[src/design/modbus_frame_crc_checker_core_assert.svh]
// Assertion macros shared by the Modbus frame CRC checker modules.
`ifndef MODBUS_FRAME_CRC_CHECKER_CORE_ASSERT_SVH
`define MODBUS_FRAME_CRC_CHECKER_CORE_ASSERT_SVH

// Same-cycle implication, checked on every rising edge outside reset.
`define MBCRC_ASSERT_IMP(lbl, ante, cons, msg) \
  lbl: assert property (@(posedge clk) disable iff (!rst_n) (ante) |-> (cons)) \
    else $error(msg);

// Next-cycle implication, checked on every rising edge outside reset.
`define MBCRC_ASSERT_NXT(lbl, ante, cons, msg) \
  lbl: assert property (@(posedge clk) disable iff (!rst_n) (ante) |=> (cons)) \
    else $error(msg);

`endif

[src/design/mbcrc_pkg.sv]
// Shared types, constants and the CRC byte update for the Modbus frame CRC checker.
package mbcrc_pkg;

  localparam int MAX_FRAME_BYTES = 255;
  localparam int CNT_W           = $clog2(MAX_FRAME_BYTES + 2);

  localparam logic [15:0] CRC_INIT = 16'hFFFF;
  localparam logic [15:0] CRC_POLY = 16'hA001;

  localparam logic FUNC_DATA = 1'b0;
  localparam logic FUNC_EOF  = 1'b1;

  localparam logic [1:0] ST_MISMATCH = 2'd0;
  localparam logic [1:0] ST_MATCH    = 2'd1;
  localparam logic [1:0] ST_NOFRAME  = 2'd2;

  localparam int QDEPTH = 4;
  localparam int QAW    = $clog2(QDEPTH);

  typedef struct packed {
    logic       eof;
    logic [7:0] data;
  } item_t;

  // Queue handshake between front and back.
  typedef struct packed {
    logic  push;
    item_t push_item;
    logic  pop;
  } q_ctrl_t;

  typedef struct packed {
    logic  full;
    logic  empty;
    item_t head;
  } q_stat_t;

  // One byte of CRC-16/MODBUS, reflected, LSB first.
  function automatic logic [15:0] crc_byte(input logic [15:0] crc, input logic [7:0] b);
    logic [15:0] c;
    c = crc ^ {8'h00, b};
    for (int k = 0; k < 8; k++) begin
      if (c[0]) begin
        c = (c >> 1) ^ CRC_POLY;
      end else begin
        c = c >> 1;
      end
    end
    return c;
  endfunction

endpackage

[src/design/mbcrc_front.sv]
// Input stage: accepts stream transactions and classifies them into queue items.
module mbcrc_front
  import mbcrc_pkg::*;
(
  input  logic       clk,
  input  logic       rst_n,
  input  logic       in_tvalid,
  output logic       in_tready,
  input  logic [7:0] in_tdata,
  input  logic [0:0] in_tuser,
  input  logic       q_full,
  output logic       q_push,
  output item_t      q_item
);

  logic  vld_r, vld_nxt;
  item_t item_r;
  logic  in_acc;

  assign q_push    = vld_r && !q_full;
  assign in_tready = !vld_r || !q_full;
  assign in_acc    = in_tvalid && in_tready;
  assign q_item    = item_r;

  always_comb begin
    vld_nxt = vld_r;
    if (in_acc) begin
      vld_nxt = 1'b1;
    end else if (q_push) begin
      vld_nxt = 1'b0;
    end
  end

  always_ff @(posedge clk) begin
    if (!rst_n) begin
      vld_r <= 1'b0;
    end else begin
      vld_r <= vld_nxt;
    end
  end

  always_ff @(posedge clk) begin
    if (in_acc) begin
      item_r.eof  <= (in_tuser[0] == FUNC_EOF);
      item_r.data <= in_tdata;
    end
  end

endmodule

[src/design/mbcrc_queue.sv]
// Short queue between the input stage and the CRC engine.
`include "modbus_frame_crc_checker_core_assert.svh"
module mbcrc_queue
  import mbcrc_pkg::*;
(
  input  logic    clk,
  input  logic    rst_n,
  input  q_ctrl_t ctrl,
  output q_stat_t stat
);

  item_t          mem_r [QDEPTH];
  logic [QAW-1:0] wr_ptr_r, rd_ptr_r;
  logic [QAW:0]   cnt_r, cnt_nxt;
  logic           push, pop;

  assign stat.full  = (cnt_r == (QAW+1)'(QDEPTH));
  assign stat.empty = (cnt_r == '0);
  assign stat.head  = mem_r[rd_ptr_r];

  assign push = ctrl.push && !stat.full;
  assign pop  = ctrl.pop && !stat.empty;

  always_comb begin
    cnt_nxt = cnt_r;
    if (push && !pop) begin
      cnt_nxt = cnt_r + (QAW+1)'(1);
    end else if (pop && !push) begin
      cnt_nxt = cnt_r - (QAW+1)'(1);
    end
  end

  always_ff @(posedge clk) begin
    if (!rst_n) begin
      wr_ptr_r <= '0;
      rd_ptr_r <= '0;
      cnt_r    <= '0;
    end else begin
      cnt_r <= cnt_nxt;
      if (push) begin
        wr_ptr_r <= wr_ptr_r + QAW'(1);
      end
      if (pop) begin
        rd_ptr_r <= rd_ptr_r + QAW'(1);
      end
    end
  end

  always_ff @(posedge clk) begin
    if (push) begin
      mem_r[wr_ptr_r] <= ctrl.push_item;
    end
  end

  `MBCRC_ASSERT_IMP(a_q_cnt_bound, 1'b1, cnt_r <= (QAW+1)'(QDEPTH), "queue count over depth")
  `MBCRC_ASSERT_NXT(a_q_cnt_up, push && !pop, cnt_r == $past(cnt_r) + (QAW+1)'(1), "queue count did not grow")
  `MBCRC_ASSERT_IMP(a_q_ptr_gap, 1'b1, (wr_ptr_r - rd_ptr_r) == cnt_r[QAW-1:0], "queue pointers disagree with count")

endmodule

[src/design/mbcrc_back.sv]
// CRC engine: folds delayed bytes into the running CRC and registers frame status.
`include "modbus_frame_crc_checker_core_assert.svh"
module mbcrc_back
  import mbcrc_pkg::*;
(
  input  logic       clk,
  input  logic       rst_n,
  input  logic       q_empty,
  input  item_t      q_head,
  output logic       q_pop,
  output logic       out_tvalid,
  input  logic       out_tready,
  output logic [7:0] out_tdata
);

  localparam logic [CNT_W-1:0] MAX_CNT = CNT_W'(MAX_FRAME_BYTES);

  logic [15:0]      crc_r, crc_nxt;
  logic [7:0]       held0_r, held1_r;
  logic [CNT_W-1:0] cnt_r, cnt_nxt;
  logic             out_vld_r, out_vld_nxt;
  logic [1:0]       status_r, status_calc;
  logic [15:0]      crc_cmp;
  logic             pop_eof, pop_data;

  assign q_pop    = !q_empty && (!q_head.eof || !out_vld_r || out_tready);
  assign pop_eof  = q_pop && q_head.eof;
  assign pop_data = q_pop && !q_head.eof;

  // With exactly two bytes held the CRC has not absorbed byte 0 yet.
  assign crc_cmp = (cnt_r == CNT_W'(2)) ? crc_byte(crc_r, held0_r) : crc_r;

  always_comb begin
    if (cnt_r == '0 || cnt_r > MAX_CNT) begin
      status_calc = ST_NOFRAME;
    end else if (cnt_r == CNT_W'(1)) begin
      status_calc = ST_MISMATCH;
    end else if (held0_r == crc_cmp[7:0] && held1_r == crc_cmp[15:8]) begin
      status_calc = ST_MATCH;
    end else begin
      status_calc = ST_MISMATCH;
    end
  end

  always_comb begin
    crc_nxt = crc_r;
    cnt_nxt = cnt_r;
    if (pop_eof) begin
      crc_nxt = CRC_INIT;
      cnt_nxt = '0;
    end else if (pop_data) begin
      if (cnt_r >= CNT_W'(2)) begin
        crc_nxt = crc_byte(crc_r, held0_r);
      end
      if (cnt_r <= MAX_CNT) begin
        cnt_nxt = cnt_r + CNT_W'(1);
      end
    end
    out_vld_nxt = out_vld_r && !out_tready;
    if (pop_eof) begin
      out_vld_nxt = 1'b1;
    end
  end

  always_ff @(posedge clk) begin
    if (!rst_n) begin
      crc_r     <= CRC_INIT;
      cnt_r     <= '0;
      out_vld_r <= 1'b0;
    end else begin
      crc_r     <= crc_nxt;
      cnt_r     <= cnt_nxt;
      out_vld_r <= out_vld_nxt;
    end
  end

  always_ff @(posedge clk) begin
    if (pop_data) begin
      held0_r <= held1_r;
      held1_r <= q_head.data;
    end
    if (pop_eof) begin
      status_r <= status_calc;
    end
  end

  assign out_tvalid = out_vld_r;
  assign out_tdata  = {6'd0, status_r};

  `MBCRC_ASSERT_NXT(a_eof_clears, pop_eof, cnt_r == '0 && crc_r == CRC_INIT, "state not cleared after end of frame")
  `MBCRC_ASSERT_NXT(a_eof_shows, pop_eof, out_vld_r, "end of frame gave no status")
  `MBCRC_ASSERT_IMP(a_cnt_sat, 1'b1, cnt_r <= MAX_CNT + CNT_W'(1), "byte count beyond saturation")
  `MBCRC_ASSERT_IMP(a_status_code, out_vld_r, status_r != 2'd3, "undefined status code")

endmodule

[src/design/modbus_frame_crc_checker_core.sv]
// Top level of the Modbus RTU reply frame CRC checker.
//
// Input channel (in_*): one transaction per received frame byte. in_tuser[0] is the
// function flag: 0 carries a data byte in in_tdata, 1 marks the end of the frame (data
// ignored). Result channel (out_*): one transaction per end-of-frame marker, with the
// frame status in out_tdata[1:0]: 0 CRC mismatch, 1 CRC match, 2 empty or overlong.
// The CRC is CRC-16/MODBUS over all bytes but the last two, the transmitted CRC (low
// byte first); a two-byte frame is compared with its first byte's CRC. Frames longer
// than MAX_FRAME_BYTES report status 2.
// Throughput is one transaction per cycle while no end-of-frame marker waits on a
// stalled status: the CRC engine folds one byte per cycle with an unrolled byte-wide
// update. With an empty queue, an end-of-frame marker passes the input register and
// the queue before its status is registered and raised on out_tvalid.
// When the receiver stalls, the status register holds and the queue between the input
// stage and the CRC engine keeps absorbing data bytes; in_tready falls only once the
// four-entry queue and the input register are full. Data bytes keep flowing past a
// stalled status; only the next end-of-frame marker waits for the status register.
// A synchronous active-low reset empties the queue, drops any pending status and
// returns the CRC to 0xFFFF with a zero byte count.
module modbus_frame_crc_checker_core
  import mbcrc_pkg::*;
(
  input  logic       clk,
  input  logic       rst_n,
  input  logic       in_tvalid,
  output logic       in_tready,
  input  logic [7:0] in_tdata,   // [7:0] data_byte
  input  logic [0:0] in_tuser,   // [0] func
  output logic       out_tvalid,
  input  logic       out_tready,
  output logic [7:0] out_tdata   // [1:0] frame_status, [7:2] zero
);

  q_ctrl_t q_ctrl;
  q_stat_t q_stat;
  logic    q_push;
  logic    q_pop;
  item_t   q_item;

  // The queue controls come from both sides and are gathered here in one place.
  assign q_ctrl = '{push: q_push, push_item: q_item, pop: q_pop};

  // Input stage classifies each transaction into a data or end-of-frame item.
  mbcrc_front u_front (
    .clk       (clk),
    .rst_n     (rst_n),
    .in_tvalid (in_tvalid),
    .in_tready (in_tready),
    .in_tdata  (in_tdata),
    .in_tuser  (in_tuser),
    .q_full    (q_stat.full),
    .q_push    (q_push),
    .q_item    (q_item)
  );

  // The queue lets the input stage run ahead while a status waits to be taken.
  mbcrc_queue u_queue (
    .clk   (clk),
    .rst_n (rst_n),
    .ctrl  (q_ctrl),
    .stat  (q_stat)
  );

  // CRC engine and status output register.
  mbcrc_back u_back (
    .clk        (clk),
    .rst_n      (rst_n),
    .q_empty    (q_stat.empty),
    .q_head     (q_stat.head),
    .q_pop      (q_pop),
    .out_tvalid (out_tvalid),
    .out_tready (out_tready),
    .out_tdata  (out_tdata)
  );

endmodule

[config.mk]
export PLATFORM = sky130hd
export DESIGN_NAME = modbus_frame_crc_checker_core
export DESIGN_NICKNAME = d
export VERILOG_FILES = /design/src/design/mbcrc_pkg.sv /design/src/design/mbcrc_front.sv /design/src/design/mbcrc_queue.sv /design/src/design/mbcrc_back.sv /design/src/design/modbus_frame_crc_checker_core.sv
export VERILOG_INCLUDE_DIRS = /design/src /design/src/design
export SDC_FILE = /design/constraint.sdc
export NUM_CORES = 1
export LEC_CHECK = 0
export BUFFER_PORTS_ARGS = -buffer_cell sky130_fd_sc_hd__buf_4
export CAP_MARGIN = 10
export CORE_MARGIN = 4
export CORE_UTILIZATION = 60
export CTS_BUF_LIST = sky130_fd_sc_hd__clkbuf_16
export CTS_CLUSTER_SIZE = 30
export DETAILED_ROUTE_END_ITERATION = 16
export PLACE_DENSITY = 0.78
export SYNTH_ARGS = -nofsm -noshare
export SYNTH_HDL_FRONTEND = slang
export SYNTH_SLANG_ARGS = --single-unit
[constraint.sdc]
create_clock -name clk -period 5.28 [get_ports clk]
set_clock_uncertainty 0.05 [all_clocks]
set_input_delay 0.528 -clock clk [delete_from_list [all_inputs] [get_ports clk]]
set_output_delay 0.528 -clock clk [all_outputs]
set_load 0.02 [all_outputs]
## Yosys cells after proc, flatten, opt, wreduce, memory -nomap -nowiden

Memory sizes are Yosys's and may differ from the RTL's. A register that Yosys moved wholly into a read port is not among the register bits.
Index checks and enable logic that the tools add are counted.

- Add/sub/neg operators: 5
- $lt $le $gt $ge: 3
- Equal/unequal tests: 5
- Mux-type cells: 47
- Bitwise gates (word level): 17
- Reductions and logical operators: 31

Operators by type and width:

| operator | count |
|---|---|
| $mux 16 | 37 |
| $not 2->3 | 15 |
| $eq 8x8->1 | 2 |
| $xor 16x8->16 | 1 |
| $logic_and 1x1->1 | 11 |
| $add 9x1->9 const B | 1 |
| $eq 9x1->1 const B | 1 |
| $eq 9x2->1 const B | 1 |
| $ge 9x2->1 const B | 1 |
| $gt 9x8->1 const B | 1 |
| $le 9x8->1 const B | 1 |
| $logic_not 9->1 | 1 |
| $logic_not 1->1 | 8 |
| $mux 1 | 6 |
| $mux 3 | 2 |
| $add 2x1->2 const B | 2 |
| $logic_or 1x1->1 | 4 |
| $mux 2 | 2 |
| $reduce_and 2->1 | 2 |
| $reduce_bool 2->1 | 2 |
| $reduce_or 2->1 | 2 |
| $add 3x1->3 const B | 1 |
| $eq 3x3->1 const B | 1 |
| $logic_not 3->1 | 1 |
| other kinds (2) | 2 |

- Register bits after elaboration: 61
- Memory bits (writable): 36
- Input bits: 13
- Output and inout bits: 10
- Word-level logic and storage cells: 122
- Memories kept: 1

Memories:

| memory | depth | bits a word | read ports | clocked after memory_dff | write ports | line | text |
|---|---|---|---|---|---|---|---|
| u_queue.mem_r | 4 | 9 | 1 | 1 | 1 | mbcrc_queue.sv:12 | `item_t mem_r [QDEPTH];` |

## Longest topological paths before layout

- Word-level depth: 39
- Mapped depth: 10
- Gate-level depth less buffers: 9

## Cells and area by module

Synthesis repeated with hierarchy kept, for this count alone.

- Cells, all modules: 334
- Area, all modules: 4508.1 um2

By module, submodules not included:

| module | times used | cells each | area each (um2) | seq. area each (um2) |
|---|---|---|---|---|
| mbcrc_back | 1 | 224 | 2406.1 | 1061.0 |
| mbcrc_queue | 1 | 95 | 1781.7 | 1261.2 |
| mbcrc_front | 1 | 15 | 320.3 | 290.3 |

## Least setup slack after synthesis

Ideal clock, no wire load.

- Path kind: reg-to-reg
- From: register with a tool-made name
- To: register u_back.crc_r[13]
- Library setup time: 0.146 ns
- Data arrival time: 2.617 ns
- Path slack: 2.466 ns
- Stages on the path, launching flop included: 8
- Period minus slack after synthesis: 2.814 ns
- Cell sequence: dfxtp_1 > buf_2 > mux4_2 > nor2_1 > o31ai_4 > buf_6 > nand2_1 > o211ai_1

RTL lines:

| what | line | text |
|---|---|---|
| end signal, assigned | mbcrc_back.sv:71 | `crc_r <= crc_nxt;` |
| end, declared | mbcrc_back.sv:18 | `logic [15:0] crc_r, crc_nxt;` |

==> results.ini <==
[sta]
min_period_ps=2906
rsz0062_at_grt=no
finalSetupViolations=0
setup_slack_ps=2374
slew_headroom_pct=24.82
fin_hold_ws_ps=308.4
finalCritPeriodShare_pct=55.04
max_freq_ghz=0.3441
tightestPinTransition_ps=1128
maxSlewViolCount=0
tns_ps=0
hold_viol=0

[floorplanning]
initial_core_util_pct=61.99
placementRows=31
die_x_um=94.80
core_area_um2=7292
pin_count=23
die_area_um2=8987
die_h_um=94.80

[worst_hold_path]
hold_class=primary input to flop
hold_end=u_front.q_item[3]
hp-start=in_tdata[3]
holdPathStages=1

[clock_network]
cts_htree_levels=3
clk_pin_slew_ps=70
postCtsSetupBuffers=0
cts_sinks=99
cts-hold-fix-buffers=0
numCtsBuffers=9
ctsResizeCount=0
clk_latency_ps=340
cts_root_buf=clkbuf_16
clockBufferDepth=2
cts_tree=built

[logic_synthesis]
postSynth.asyncResetShare_pct=0
syn_inst=332
synth_edf_count=63
synth_seq_cells=99
syn_avg_cell_area_um2=13.62
synth_cell_types=56
syn-cell-area_um2=4521
synth_top_flop_cell=edfxtp_1
ys_seq_area_share_pct=57.79
ys.warnings.count=0

[place]
pre_cts_ws_ps=2345
portBuffers=16
hpwl_mm=5.018
gp_congestion=0.8099

[worst_setup_path]
cpMostUsedCell=inv_1
slowest_stage=dfxtp_1
crit_family=flip-flops
slowest_delay_ps=720
worstPathMaxFanout=9
crit_type=flop to flop
worst_setup_path_start_kind=flop
reg2regPathDepth=9
worstReg2RegEnd=u_queue.cnt_r[2]
path_cells=mux4_2 -> a31oi_1 -> inv_1 -> ha_1 -> inv_1 -> fa_1 -> xor2_1 -> or3_1 -> a21boi_0
worstPathArrival_ps=3120
rrSetupSlack_ps=2370
cp_data_required_time_ps=5490
end_kind=flop
cp_num_buf_inv=2

[detailed_routing]
ant_nets=0
drcViolationCount=0
drt_pass1_iterations=5
vias_per_cell=5.443
route.vias.total=2471
wl_mm=7.358
drt_iter0_markers=124
wl_per_cell_um=16.21

[grt]
grt_util_all_layers_pct=18.00
overflow=0
busiest_layer=met2
globalRouteMet2Util_pct=30.59
grt_pass1_wl_mm=12.10
grtUsageMet3_pct=5.817
grt_max_degree=29
grt_util_met1_pct=22.37
grt_pass1_vias=2465
antenna_found_initial=0

[cells_and_area]
nets=374
n_antenna_cell=0
drive_above_1_share_pct=16.06
fillCellCount=531
fin_util_pct=68.34
multi_input_area_um2=1779
area_growth_pct=10.24
regArea_um2=2613

[pwr]
seq_power_share_pct=39.7
p_total_mw=2.834
comb_power_share_pct=38.7
internal-power_mw=1.855
p_leak_nw=1.899
power_per_cell_area_nw_per_um2=568.6
sw_frac_of_total_pct=34.53
power_switching_mw=0.9786
pwr-share-clk_pct=21.6
ir_drop_v=0.0002716

[outcome]
outcome=finished, final reports clean

[run]
maxCapViolations=0

## flip-flops by register name, indices dropped and copies added, names as in the netlist, named ones only
register,count
u_back.held0_r,8
u_queue.mem_r,36
u_queue.wr_ptr_r,2
u_back.out_tvalid,1
u_queue.rd_ptr_r,2
u_queue.cnt_r,3
u_back.held1_r,8
u_back.status_r,2
u_back.crc_r,16
u_front.vld_r,1
u_front.q_item,9
u_back.cnt_r,9
## metal layers
metal  up-vias  wire length [um]
li1       1229                 -
met1      1192              3269
met2        44              3804
met3         6               234
met4         0                51
met5         -                 0
## cells by family after synthesis
| family | share of synthesized area (%) |
|---|---|
| AO/OA/AOI/OAI | 6.643 |
| XOR/XNOR | 13.29 |
| adder cells (fa/ha/maj) | 3.211 |
| buffers and inverters | 3.266 |
| flip-flops | 57.79 |
| multiplexers | 5.812 |
| other | 0.08295 |
| AND/OR/NAND/NOR | 9.909 |
## synthesized netlist by cell type (all sizes together), types with 3 or more instances
master | number | area [um2]
nand2 | 26 | 100.1
o211ai | 14 | 105.1
clkbuf | 6 | 22.52
nand4 | 4 | 25.02
inv | 15 | 56.30
edfxtp | 63 | 1892
nor2 | 20 | 75.07
a21oi | 5 | 25.02
nor4 | 6 | 58.80
nand3 | 3 | 15.01
mux2i | 6 | 60.06
a31oi | 3 | 18.77
a21boi | 4 | 30.03
and2 | 10 | 62.56
mux4 | 9 | 202.7
xnor3 | 5 | 121.4
buf | 9 | 68.81
o21ai | 4 | 20.02
ha | 10 | 125.1
xor2 | 22 | 200.2
dfxtp | 36 | 720.7
xnor2 | 24 | 255.3
and4 | 3 | 27.53
## cells in the final DEF, fill, tap and decap left out, types with 2 or more instances in the layout
| cell | instances |
|---|---|
| edfxtp_1 | 63 |
| dfxtp_1 | 36 |
| nand2_1 | 25 |
| xor2_1 | 21 |
| xnor2_1 | 21 |
| nor2_1 | 20 |
| buf_4 | 17 |
| inv_1 | 16 |
| o211ai_1 | 14 |
| and2_1 | 10 |
| ha_1 | 10 |
| mux4_2 | 9 |
| clkbuf_16 | 9 |
| mux2i_1 | 6 |
| conb_1 | 6 |
| a21oi_1 | 5 |
| nor4_1 | 4 |
| nand4_1 | 4 |
| o21ai_0 | 4 |
| a31oi_1 | 3 |
| nand3_1 | 3 |
| a21boi_0 | 3 |
| inv_6 | 3 |
| or4_4 | 2 |
| and4_1 | 2 |
| xnor2_4 | 2 |
| xnor3_4 | 2 |
| xnor3_1 | 2 |
| a221oi_1 | 2 |
| a211oi_1 | 2 |
| nor2b_1 | 2 |
| clkinv_4 | 2 |
## how the worst max path moves through the flow
| stage | startpoint | depth (start not counted) | end | slack, ps |
|---|---|---|---|---|
| 6_report | flop | 9 | u_queue.cnt_r[2] | 2370 |
| 5_1_grt | flop | 9 | u_queue.cnt_r[2] | 2140 |
| 3_5_place_dp | flop | 9 | u_queue.cnt_r[2] | 2340 |
| 3_3_place_gp | flop | 9 | u_queue.cnt_r[2] | 2460 |
| 2_1_floorplan | flop | 7 | u_back.crc_r[13] | 2470 |
| 4_1_cts | flop | 9 | u_queue.cnt_r[2] | 2310 |
## power by group through the flow
stage	registers [mW]	logic [mW]	clock network (mW)
final	1.12	1.10	0.612
after global routing	1.14	1.19	0.663
after detailed placement	1.14	1.08	0
after floorplan	1.10	0.936	0
after CTS	1.13	1.10	0.628
after global placement	1.13	1.07	0
## per-stage QoR
step,cells,instance area (um2)
2_1_floorplan,337,4539
3_3_place_gp,438,4700
3_5_place_dp,438,4700
4_1_cts,454,4984
5_1_grt,454,4984
6_report,454,4984
## layout make-up
| type | instances | area share, % |
|---|---|---|
| clock buffers | 9 | 4.519 |
| clock inverters | 7 | 1.180 |
| inverters | 15 | 1.130 |
| multi-input cells | 208 | 35.70 |
| flip-flops and latches | 99 | 52.42 |
| well taps | 99 | 2.486 |
| repair buffers | 17 | 2.561 |
Power figures use the tool's default switching activity.
